===== src/rtl/ltc_pkg.sv =====
// Package of the lexeme token classifier: class codes, character codes and the token table.
`timescale 1ns / 1ps

package ltc_pkg;

  localparam int KNOWN_ENTRIES   = 89;
  localparam int WORD_BYTES      = 16;
  localparam int MAX_KEYWORD_LEN = 14;

  typedef logic [6:0]                  class_t;
  typedef logic [7:0]                  char_t;
  typedef logic [WORD_BYTES*8-1:0]     word_t;
  typedef logic [WORD_BYTES-1:0][7:0]  chars_t;

  localparam class_t CLASS_INT    = 7'd89;
  localparam class_t CLASS_FLOAT  = 7'd90;
  localparam class_t CLASS_IDENT  = 7'd91;
  localparam class_t CLASS_STRING = 7'd92;
  localparam class_t CLASS_ERROR  = 7'd93;

  localparam char_t CHAR_DOT        = 8'h2E;
  localparam char_t CHAR_UNDERSCORE = 8'h5F;
  localparam char_t CHAR_DQUOTE     = 8'h22;
  localparam char_t CHAR_SQUOTE     = 8'h27;

  localparam word_t WORD_TABLE [KNOWN_ENTRIES] = '{
    "auto", "break", "case", "char", "const", "continue", "default", "do",
    "double", "else", "enum", "extern", "float", "for", "goto", "if", "int",
    "long", "register", "return", "short", "signed", "sizeof", "static",
    "struct", "switch", "typedef", "union", "unsigned", "void", "volatile",
    "while", "inline", "_Alignas", "_Alignof", "_Atomic", "_Bool",
    "_Complex", "_Generic", "_Imaginary", "_Noreturn", {"_Static", "_assert"},
    {"_Thread", "_local"},
    ";", ":", ",", ".", "=", "+", "-", "*", "/", "<", ">", "(", ")", "{",
    "}", "[", "]", "#", "!", "%", "&", "|", "^", "~", "?",
    "==", "!=", ">=", "<=", "&&", "||", "<<", ">>", "++", "--", "->", "+=",
    "-=", "*=", "/=", "%=", "<<=", ">>=", "&=", "^=", "|="
  };

  // Entries are packed right-aligned, so the length is the count of non-zero bytes.
  function automatic int entry_len(int idx);
    int n;
    n = 0;
    if (idx < KNOWN_ENTRIES) begin
      for (int k = 0; k < WORD_BYTES; k++) begin
        if (WORD_TABLE[idx][k*8 +: 8] != 8'h00) begin
          n++;
        end
      end
    end
    return n;
  endfunction

  // Returns the characters of an entry with the first character at index zero.
  function automatic chars_t entry_chars(int idx);
    int     len;
    chars_t c;
    c   = '0;
    len = entry_len(idx);
    for (int k = 0; k < len; k++) begin
      c[k] = WORD_TABLE[idx][(len-1-k)*8 +: 8];
    end
    return c;
  endfunction

endpackage


===== src/rtl/ltc_if.sv =====
// Valid/ready channel interfaces for the characters and the token classes.
`timescale 1ns / 1ps

interface ltc_in_if;
  logic          valid;
  logic          ready;
  ltc_pkg::char_t ch;
  logic          last;

  modport source (output valid, output ch, output last, input ready);
  modport sink   (input valid, input ch, input last, output ready);
endinterface

interface ltc_out_if;
  logic            valid;
  logic            ready;
  ltc_pkg::class_t token_class;

  modport source (output valid, output token_class, input ready);
  modport sink   (input valid, input token_class, output ready);
endinterface


===== src/rtl/lexeme_token_classifier_unit.sv =====
// Top level of the lexeme token classifier: input register, match state and result register.
// The class of a final character is taken from the input register into the result register,
// which offers it on the result channel.
// Throughput: one character per cycle; the input register stalls only on a final
// character while the result register holds a class that has not been taken.
// Reset: synchronous, active low; empties both registers and returns all match
// state to its start values, as does every final character.
`timescale 1ns / 1ps

module lexeme_token_classifier_unit #(
  parameter int TABLE_ENTRIES = 89
) (
  input  logic      clk,
  input  logic      rst_n,
  ltc_in_if.sink    in_chan,
  ltc_out_if.source out_chan
);

  logic                     s1_valid_r;
  ltc_pkg::char_t           s1_ch_r;
  logic                     s1_last_r;
  logic                     s1_fire;

  logic [TABLE_ENTRIES-1:0] alive_r;
  logic [TABLE_ENTRIES-1:0] alive_nxt;
  logic [TABLE_ENTRIES-1:0] match;
  logic [3:0]               pos_r;
  logic [3:0]               pos_nxt;
  logic [4:0]               pos_plus1;
  logic                     number_ok_r, number_ok_nxt;
  logic                     float_seen_r, float_seen_nxt;
  logic                     ident_ok_r, ident_ok_nxt;
  ltc_pkg::char_t           first_r, first_nxt;
  ltc_pkg::char_t           prev_r;

  logic                     out_valid_r;
  ltc_pkg::class_t          class_r;
  ltc_pkg::class_t          class_nxt;
  ltc_pkg::class_t          match_idx;

  logic                     ch_digit, ch_alpha, ch_word, prev_digit, first_alpha;

  assign s1_fire       = s1_valid_r && (!s1_last_r || !out_valid_r || out_chan.ready);
  assign in_chan.ready = !s1_valid_r || s1_fire;

  assign out_chan.valid       = out_valid_r;
  assign out_chan.token_class = class_r;

  assign ch_digit   = (s1_ch_r >= "0") && (s1_ch_r <= "9");
  assign ch_alpha   = ((s1_ch_r >= "a") && (s1_ch_r <= "z")) ||
                      ((s1_ch_r >= "A") && (s1_ch_r <= "Z"));
  assign ch_word    = ch_alpha || ch_digit || (s1_ch_r == ltc_pkg::CHAR_UNDERSCORE);
  assign prev_digit = (prev_r >= "0") && (prev_r <= "9");
  assign pos_plus1  = {1'b0, pos_r} + 5'd1;
  assign pos_nxt    = (pos_r == 4'hF) ? pos_r : pos_plus1[3:0];

  for (genvar i = 0; i < TABLE_ENTRIES; i++) begin : g_entry
    localparam int              LEN   = ltc_pkg::entry_len(i);
    localparam logic [4:0]      LEN5  = 5'(LEN);
    localparam ltc_pkg::chars_t CHARS = ltc_pkg::entry_chars(i);
    localparam logic            FITS  = (LEN > 0) && (LEN <= ltc_pkg::MAX_KEYWORD_LEN);

    assign alive_nxt[i] = alive_r[i] && ({1'b0, pos_r} < LEN5) && (CHARS[pos_r] == s1_ch_r);
    assign match[i]     = FITS && alive_nxt[i] && (LEN5 == pos_plus1);
  end

  always_comb begin
    number_ok_nxt  = number_ok_r;
    float_seen_nxt = float_seen_r;
    if (!ch_digit) begin
      if ((s1_ch_r == ltc_pkg::CHAR_DOT) && number_ok_r && (pos_r != 4'd0) && prev_digit) begin
        float_seen_nxt = 1'b1;
      end else begin
        number_ok_nxt = 1'b0;
      end
    end
  end

  always_comb begin
    first_nxt    = first_r;
    ident_ok_nxt = ident_ok_r;
    if (pos_r == 4'd0) begin
      first_nxt    = s1_ch_r;
      ident_ok_nxt = ch_alpha || (s1_ch_r == ltc_pkg::CHAR_UNDERSCORE);
    end else if (!ch_word) begin
      ident_ok_nxt = 1'b0;
    end
  end

  assign first_alpha = ((first_nxt >= "a") && (first_nxt <= "z")) ||
                       ((first_nxt >= "A") && (first_nxt <= "Z")) ||
                       (first_nxt == ltc_pkg::CHAR_UNDERSCORE);

  // Table entries are distinct, so at most one entry matches and the index is an OR of all.
  always_comb begin
    match_idx = '0;
    for (int i = 0; i < TABLE_ENTRIES; i++) begin
      if (match[i]) begin
        match_idx = match_idx | 7'(i);
      end
    end
  end

  always_comb begin
    if (|match) begin
      class_nxt = match_idx;
    end else if (number_ok_nxt) begin
      class_nxt = float_seen_nxt ? ltc_pkg::CLASS_FLOAT : ltc_pkg::CLASS_INT;
    end else if (first_alpha) begin
      class_nxt = ident_ok_nxt ? ltc_pkg::CLASS_IDENT : ltc_pkg::CLASS_ERROR;
    end else if ((first_nxt == ltc_pkg::CHAR_DQUOTE) && (s1_ch_r == ltc_pkg::CHAR_DQUOTE)) begin
      class_nxt = ltc_pkg::CLASS_STRING;
    end else if ((first_nxt == ltc_pkg::CHAR_SQUOTE) && (s1_ch_r == ltc_pkg::CHAR_SQUOTE)) begin
      class_nxt = ltc_pkg::CLASS_INT;
    end else begin
      class_nxt = ltc_pkg::CLASS_ERROR;
    end
  end

  always_ff @(posedge clk) begin
    if (!rst_n) begin
      s1_valid_r   <= 1'b0;
      out_valid_r  <= 1'b0;
      alive_r      <= '1;
      pos_r        <= '0;
      number_ok_r  <= 1'b1;
      float_seen_r <= 1'b0;
      ident_ok_r   <= 1'b1;
      first_r      <= '0;
      prev_r       <= '0;
    end else begin
      if (in_chan.ready) begin
        s1_valid_r <= in_chan.valid;
      end
      if (out_chan.ready) begin
        out_valid_r <= 1'b0;
      end
      if (s1_fire) begin
        if (s1_last_r) begin
          out_valid_r  <= 1'b1;
          alive_r      <= '1;
          pos_r        <= '0;
          number_ok_r  <= 1'b1;
          float_seen_r <= 1'b0;
          ident_ok_r   <= 1'b1;
          first_r      <= '0;
          prev_r       <= '0;
        end else begin
          alive_r      <= alive_nxt;
          pos_r        <= pos_nxt;
          number_ok_r  <= number_ok_nxt;
          float_seen_r <= float_seen_nxt;
          ident_ok_r   <= ident_ok_nxt;
          first_r      <= first_nxt;
          prev_r       <= s1_ch_r;
        end
      end
    end
  end

  always_ff @(posedge clk) begin
    if (in_chan.valid && in_chan.ready) begin
      s1_ch_r   <= in_chan.ch;
      s1_last_r <= in_chan.last;
    end
    if (s1_fire && s1_last_r) begin
      class_r <= class_nxt;
    end
  end

endmodule


===== src/flat_wrapper.sv =====
// flat-port wrapper written by rule: the top's interface ports become plain ports
module lexeme_token_classifier_unit_flat 
#(
  parameter int TABLE_ENTRIES = 89
)
  (clk, rst_n, in_chan_valid, in_chan_ch, in_chan_last, in_chan_ready, out_chan_valid, out_chan_token_class, out_chan_ready);
  ltc_in_if in_chan_i ();
  ltc_out_if out_chan_i ();
  input  logic clk;
  input  logic rst_n;
  input wire logic [$bits(in_chan_i.valid)-1:0] in_chan_valid;
  input wire logic [$bits(in_chan_i.ch)-1:0] in_chan_ch;
  input wire logic [$bits(in_chan_i.last)-1:0] in_chan_last;
  output wire logic [$bits(in_chan_i.ready)-1:0] in_chan_ready;
  output wire logic [$bits(out_chan_i.valid)-1:0] out_chan_valid;
  output wire logic [$bits(out_chan_i.token_class)-1:0] out_chan_token_class;
  input wire logic [$bits(out_chan_i.ready)-1:0] out_chan_ready;
  assign in_chan_i.valid = in_chan_valid;
  assign in_chan_i.ch = in_chan_ch;
  assign in_chan_i.last = in_chan_last;
  assign in_chan_ready = in_chan_i.ready;
  assign out_chan_valid = out_chan_i.valid;
  assign out_chan_token_class = out_chan_i.token_class;
  assign out_chan_i.ready = out_chan_ready;
  lexeme_token_classifier_unit #(.TABLE_ENTRIES(TABLE_ENTRIES)) u_core (.clk(clk), .rst_n(rst_n), .in_chan(in_chan_i), .out_chan(out_chan_i));
endmodule

===== config.mk =====
export PLATFORM = sky130hd
export DESIGN_NAME = lexeme_token_classifier_unit_flat
export DESIGN_NICKNAME = d
export VERILOG_FILES = /design/src/rtl/ltc_pkg.sv /design/src/rtl/ltc_if.sv /design/src/rtl/lexeme_token_classifier_unit.sv /design/src/flat_wrapper.sv
export SDC_FILE = /design/constraint.sdc
export NUM_CORES = 1
export LEC_CHECK = 0
export BUFFER_PORTS_ARGS = -buffer_cell sky130_fd_sc_hd__buf_2
export CELL_PAD_IN_SITES_DETAIL_PLACEMENT = 1
export CELL_PAD_IN_SITES_GLOBAL_PLACEMENT = 1
export CORE_UTILIZATION = 35
export DETAILED_ROUTE_END_ITERATION = 16
export GPL_TIMING_DRIVEN = 0
export HOLD_SLACK_MARGIN = 0.1
export PLACE_DENSITY = 0.6
export SYNTH_ARGS = -nofsm -noshare
export SYNTH_HDL_FRONTEND = slang
export SYNTH_SLANG_ARGS = --single-unit

===== constraint.sdc =====
create_clock -name clk -period 3 [get_ports clk]
set_input_delay 0.6 -clock clk [delete_from_list [all_inputs] [get_ports clk]]
set_output_delay 0.6 -clock clk [all_outputs]
set_load 0.02 [all_outputs]

# After elaboration in Yosys (flattened, before gate mapping)
# Memory sizes are Yosys's and may differ from the RTL's. A register that Yosys moved wholly into a read port is not among the register bits.
# Index checks and enable logic that the tools add are counted.
# op_classes
n_addsub	1
multipliers	0
div_mod_pow	0
magnitude_cmp	25
n_eq_ne	112
shifts	0
muxes	427
bitwise_logic	0
n_reduce_logical	297
# ops
operator	n
8-bit 2-to-1 mux	100
4-bit 2-to-1 mux	192
8-bit == test	89
89-bit 2-to-1 mux	5
1-bit logical AND	281
7-bit 2-to-1 mux	39
6-bit 2-to-1 mux	32
89-bit OR reduction	1
5-bit 2-to-1 mux	16
8-bit by 6-bit == test with 1-bit output (second input constant)	5
1-bit 2-to-1 mux	34
8-bit by 7-bit greater-or-equal comparator with 1-bit output (second input constant)	4
8-bit by 7-bit <= comparator with 1-bit output (second input constant)	4
4-bit by 5-bit == test with 1-bit output (first input constant)	5
3-bit by 5-bit == test with 1-bit output (first input constant)	4
4-bit < comparator (second input constant)	5
3-bit 2-to-1 mux	6
8-bit by 7-bit == test with 1-bit output (second input constant)	2
8-bit by 6-bit greater-or-equal comparator with 1-bit output (second input constant)	2
8-bit by 6-bit <= comparator with 1-bit output (second input constant)	2
4-bit by 3-bit < comparator with 1-bit output (second input constant)	4
2-bit by 5-bit == test with 1-bit output (first input constant)	2
1-bit logical OR	9
4-bit by 2-bit < comparator with 1-bit output (second input constant)	2
12 further kinds	17
# totals
regBits	130
latch_bits	0
mem_bits_rw	0
mem_bits_ro	11392
out_inout_bits	9
word_cells	963
memories	89
# memory_table
name	words	width	rd	rd_ports_with_merged_regs	wr	line	rtl
(no name shown)	16	8	1	1	0	lexeme_token_classifier_unit.sv:63	assign alive_nxt[i] = alive_r[i] && ({1'b0, pos_r} < LEN5) && (CHARS[pos_r] == s1_ch_r);
(no name shown)	16	8	1	1	0	lexeme_token_classifier_unit.sv:63	
(no name shown)	16	8	1	1	0	lexeme_token_classifier_unit.sv:63	
(no name shown)	16	8	1	1	0	lexeme_token_classifier_unit.sv:63	
(no name shown)	16	8	1	1	0	lexeme_token_classifier_unit.sv:63	
(no name shown)	16	8	1	1	0	lexeme_token_classifier_unit.sv:63	
+83 memories	n/a	n/a	n/a	n/a	n/a	n/a	

# Depth between registers and ports, before layout
# depth
ltp_word	94
mapped_depth	14

# Worst setup path after synthesis
# No wires, ideal clock.
# synth_path
path_kind	register to register
start	register u_core.pos_r[1]
end	register u_core.class_r[2] (netlist: u_core.out_chan.token_class[2]) (data pin)
setup_time_ns	0.169
t_arrival_ns	2.868
slack_ns	-0.037
path_stages_with_launch	14
n_path_buf	3
period_less_slack_ns	3.037
cell_sequence	dfxtp_1 -> clkbuf_1 -> inv_1 -> ha_1 -> nor3b_1 -> clkbuf_1 -> o211ai_1 -> a31o_2 -> and4_1 -> nor4b_2 -> nand2_1 -> or4_1 -> buf_2 -> o31ai_1
# synth_between
elab_chain_len	90
elab_cells_between_ends	416
cone_classes	add/sub (1); order compare (16); eq/ne (15); mux (106); reduce/logical (278)
# synth_rtl
element	line	rtl
start, declared	lexeme_token_classifier_unit.sv:27	logic [3:0] pos_r;
start signal, assigned	lexeme_token_classifier_unit.sv:150	pos_r <= pos_nxt;
parallel branches: the longest is 89 deep, another holds 4-bit by 1-bit adder with 5-bit output	n/a	
7-bit 2-to-1 mux (*)	lexeme_token_classifier_unit.sv:105	if (|match) begin
net u_core.class_nxt[2]	lexeme_token_classifier_unit.sv:38	ltc_pkg::class_t class_nxt;
end signal, assigned	lexeme_token_classifier_unit.sv:167	class_r <= class_nxt;
end, declared	lexeme_token_classifier_unit.sv:37	ltc_pkg::class_t class_r;
# Mark *: on every way through the listed nets, which the timed path passes. The select of a mux whose other input is x is not followed.
# A chain may end at the register's enable or synchronous reset.

# Final worst setup path
# layout_path
start	register u_core.s1_ch_r[3]
end	register u_core.class_r[2] (netlist: u_core.out_chan.token_class[2]) (data pin)
# layout_between
elab_chain_len	89
elab_cells_between_ends	409
cone_classes	order compare (10); eq/ne (96); mux (108); reduce/logical (195)
# layout_rtl
element	line	rtl
start, declared	lexeme_token_classifier_unit.sv:20	ltc_pkg::char_t s1_ch_r;
start signal, assigned	lexeme_token_classifier_unit.sv:163	s1_ch_r <= in_chan.ch;
8-bit == test	lexeme_token_classifier_unit.sv:63	
1-bit logical AND	lexeme_token_classifier_unit.sv:63	
1-bit logical AND	lexeme_token_classifier_unit.sv:64	assign match[i] = FITS && alive_nxt[i] && (LEN5 == pos_plus1);
3-bit 2-to-1 mux (4 in a row)	lexeme_token_classifier_unit.sv:98	if (match[i]) begin
4-bit 2-to-1 mux (8 in a row)	lexeme_token_classifier_unit.sv:98	
5-bit 2-to-1 mux (16 in a row)	lexeme_token_classifier_unit.sv:98	
6-bit 2-to-1 mux (32 in a row)	lexeme_token_classifier_unit.sv:98	
7-bit 2-to-1 mux (25 in a row)	lexeme_token_classifier_unit.sv:98	
7-bit 2-to-1 mux (*)	lexeme_token_classifier_unit.sv:105	
net u_core.class_nxt[2]	lexeme_token_classifier_unit.sv:38	
# Mark *: on every way through the listed nets, which the timed path passes. The rest lies on a longest branch. The select of a mux whose other input is x is not followed.

==> reports/results.tsv <==
metric	value	unit
status	complete, but fails checks	
p_leak	6.887	nW
core_area	36870	µm²
clk_latency	0.58	ns
rsz0062_at_grt	yes	
finalCritPeriodShare	1.184	
timing.reg2reg.setup_slack	-0.55	ns
setup_violations	6	
slew_viol_final	0	
clockRootBuffer	clkbuf_16	
ir_drop	422.7	µV
syn_area	13200	µm²
required	3.33	ns
die_area	38480	µm²
synth_cells	1581	
drive_above_1_share	0.2415	
seqCellArea	5137	µm²
postSynthAreaPerCell	8.346	µm²
finalWeightedCongestion	0.9824	
multiInputGateArea	8210	µm²
drc	0	
ctsHtreeMaxLevel	1	
grt_pass1_wl	92390	µm
wl_per_cell	28.53	µm
crit_fanout	10	
worstPathArrival	3.88	ns
start_util	0.3579	
hold_depth	1	
vias	13291	
diodes	0	
power.total	8.887	mW
ys_seq_elements	248	
synth_edf_count	16	
fp.dieH	196.2	µm
layout_min_cycle_time	3.552	ns
seq_area_frac_synth	0.3884	
reg2reg_from	u_core.s1_ch_r[3]$_DFFE_PP_	
start_kind	flip-flop	
cp-startpoint	u_core.s1_ch_r[3]$_DFFE_PP_	
finalHoldViolCount	0	
cp-end-kind	flip-flop	
die_w	196.2	µm
r2r-end	u_core.out_chan.token_class[2]$_DFFE_PP_	
nets	1765	
drtIter0Drc	1250	
violations	negative setup slack	
rows	70	
antenna_found_initial	1	
cts_buffer_depth	3	
area_delta_synth_final	30.87	%
endpoint	u_core.out_chan.token_class[2]$_DFFE_PP_	
timing.final.ws_setup	-0.5521	ns
dp_hpwl	46570	µm
hold-worst-slack	0.1928	ns
ant_nets	0	
holdCritPathClass	input pin to flip-flop	
tightest_slew	1.050	ns
pwr_density_cell	514.6	nW/µm²
avgViaCountPerCell	5.881	
grt_max_degree	15	
clkTransAtPathRegs	0.06	ns
yosysTopAreaCellShare	0.3520	
grt_pass1_vias	13100	
synth_ff_type	dfxtp_1	
overflow	0	
cts.sinks	248	
port_buffers	20	
cts_tree	built	
synth_cell_types	88	
io_pins	22	
cts-buffers-inserted	30	
synth_top_area_cell	dfxtp_1	
criticalPathCategory	flip-flop to flip-flop	
relSlewSlack	0.3001	
worstRegToRegCells	14	
synthArstFlopShare	0	
maxCapViolations	0	
fillCellCount	4276	
synthesis.nets	1614	
synth.top_cells.by_area	dfxtp_1 35%, xnor2_1 9.3%, nand2_1 6.1%	
ys_warn_count	0	
fmax	281.5	MHz
wirelength	64470	µm
grt.total_usage	0.3319	
fin_skew	0.008281	ns
dr.pass1.iters	5	
[worst min path at each step]
stage,slack [ns],from,to
CTS,0.17,in_chan_ch[0],u_core.s1_ch_r[0]$_DFFE_PP_
floorplan,0.42,u_core.alive_r[60]$_SDFFE_PN1P_,u_core.alive_r[60]$_SDFFE_PN1P_
global route,0.18,in_chan_ch[0],u_core.s1_ch_r[0]$_DFFE_PP_
global placement,0.43,u_core.alive_r[84]$_SDFFE_PN1P_,u_core.alive_r[84]$_SDFFE_PN1P_
finish,0.19,in_chan_ch[0],u_core.s1_ch_r[0]$_DFFE_PP_
detailed placement,0.44,u_core.alive_r[50]$_SDFFE_PN1P_,u_core.alive_r[50]$_SDFFE_PN1P_
[Yosys cell counts (8+ instances only)]
| cell | number |
|---|---|
| o211ai_1 | 32 |
| a21oi_1 | 51 |
| nand2b_1 | 15 |
| and3_1 | 24 |
| edfxtp_1 | 16 |
| nand3b_1 | 11 |
| buf_2 | 14 |
| o22ai_1 | 12 |
| ha_1 | 20 |
| or4_1 | 9 |
| nor4_1 | 14 |
| inv_1 | 53 |
| xor2_1 | 44 |
| nor2b_1 | 8 |
| clkbuf_1 | 48 |
| nand2_1 | 213 |
| xnor2_1 | 140 |
| dfxtp_1 | 232 |
| a22o_1 | 17 |
| nand3_1 | 83 |
| and2_1 | 22 |
| o21ai_0 | 88 |
| nor2_1 | 92 |
| nand4_1 | 47 |
| and4_1 | 8 |
| or3_1 | 17 |
| buf_4 | 22 |
| buf_6 | 16 |
| nor3_1 | 57 |
| buf_1 | 9 |
| o31ai_1 | 10 |
[cell families after synthesis]
logic type	share of synthesized area
compound gates	0.1486
buf+inv	0.06647
mux	0.0007586
fa+ha+maj	0.01896
simple gates	0.2535
flops	0.3884
xor+xnor	0.1234
[cells in the final DEF (no fill, tap or decap), types with 9 or more instances in the layout]
cell and n:
a21oi_1 46, a22o_1 17, and2_1 17, and3_1 24
buf_12 22, buf_2 27, buf_4 105, buf_6 16
clkbuf_1 28, clkbuf_16 32, clkbuf_2 9, clkbuf_4 9
clkbuf_8 16, dfxtp_1 228, edfxtp_1 16, ha_1 12
inv_1 51, nand2_1 204, nand2b_1 14, nand3_1 70
nand3_2 13, nand3b_1 11, nand4_1 47, nor2_1 85
nor3_1 34, nor3_2 14, nor3_4 9, nor4_1 11
o211ai_1 32, o21ai_0 75, o21ai_1 9, o22ai_1 11
or3_1 15, xnor2_1 130, xor2_1 33
[worst max-delay path, cell delays in order (launching register included)]
cell	delay (ns)
edfxtp_1	0.44
buf_6	0.18
buf_12	0.15
buf_12	0.15
buf_12	0.15
buf_12	0.13
xnor2_1	0.12
nand4_1	0.10
nor3_2	0.07
nand2_1	0.17
nand3_2	0.14
a2111oi_4	0.32
nand2_1	0.10
or4_4	0.59
o31ai_4	0.47
[through the flow]
step	utilization	worst slack, ns	cells	area, µm²	TNS, ns
finish	0.4683	-0.5521	2260	17270	-2.053
global placement	0.3777	-1.846	2105	13930	-162.66
CTS	0.4564	-0.3481	2234	16830	-1.238
global route	0.4683	-0.5877	2260	17270	-2.343
floorplan	-	0.01712	1581	13200	0
detailed placement	0.3777	-1.901	2105	13930	-169.57
[layout make-up]
| cell class | count | area share |
|---|---|---|
| multi-input cells | 1166 | 0.4754 |
| well taps | 504 | 0.03652 |
| clock buffers | 47 | 0.05659 |
| repair buffers | 127 | 0.06238 |
| flip-flops and latches | 248 | 0.2975 |
| repair inverters | 1 | 0.0002898 |
| clock inverters | 9 | 0.004347 |
| plain buffers | 104 | 0.05470 |
| inverters | 54 | 0.01224 |
[timing repair]
action | 4_1_cts | 5_1_grt
cloned | 4 | 1
gates resized for setup | 259 | 63
endpoints found under the setup margin | 131 | 121
pin swaps | 43 | 38
buffers inserted | 76 | 27
hold buffers | 0 | 0
[per-layer routing]
metal	global-route usage	routed length, µm	up-vias
met2	0.5068	27960	620
met1	0.4694	28240	6681
met5	0	0	-
met4	0.1131	2402	0
met3	0.05742	5867	136
li1	-	-	5854
[report_power, final]
part	switching, mW	internal (mW)	leakage (nW)
clock network	1.55	2.31	0.522
registers	0.132	3.49	2.04
logic	0.862	0.547	4.32
No activity file was read; power rests on OpenSTA's default activity.
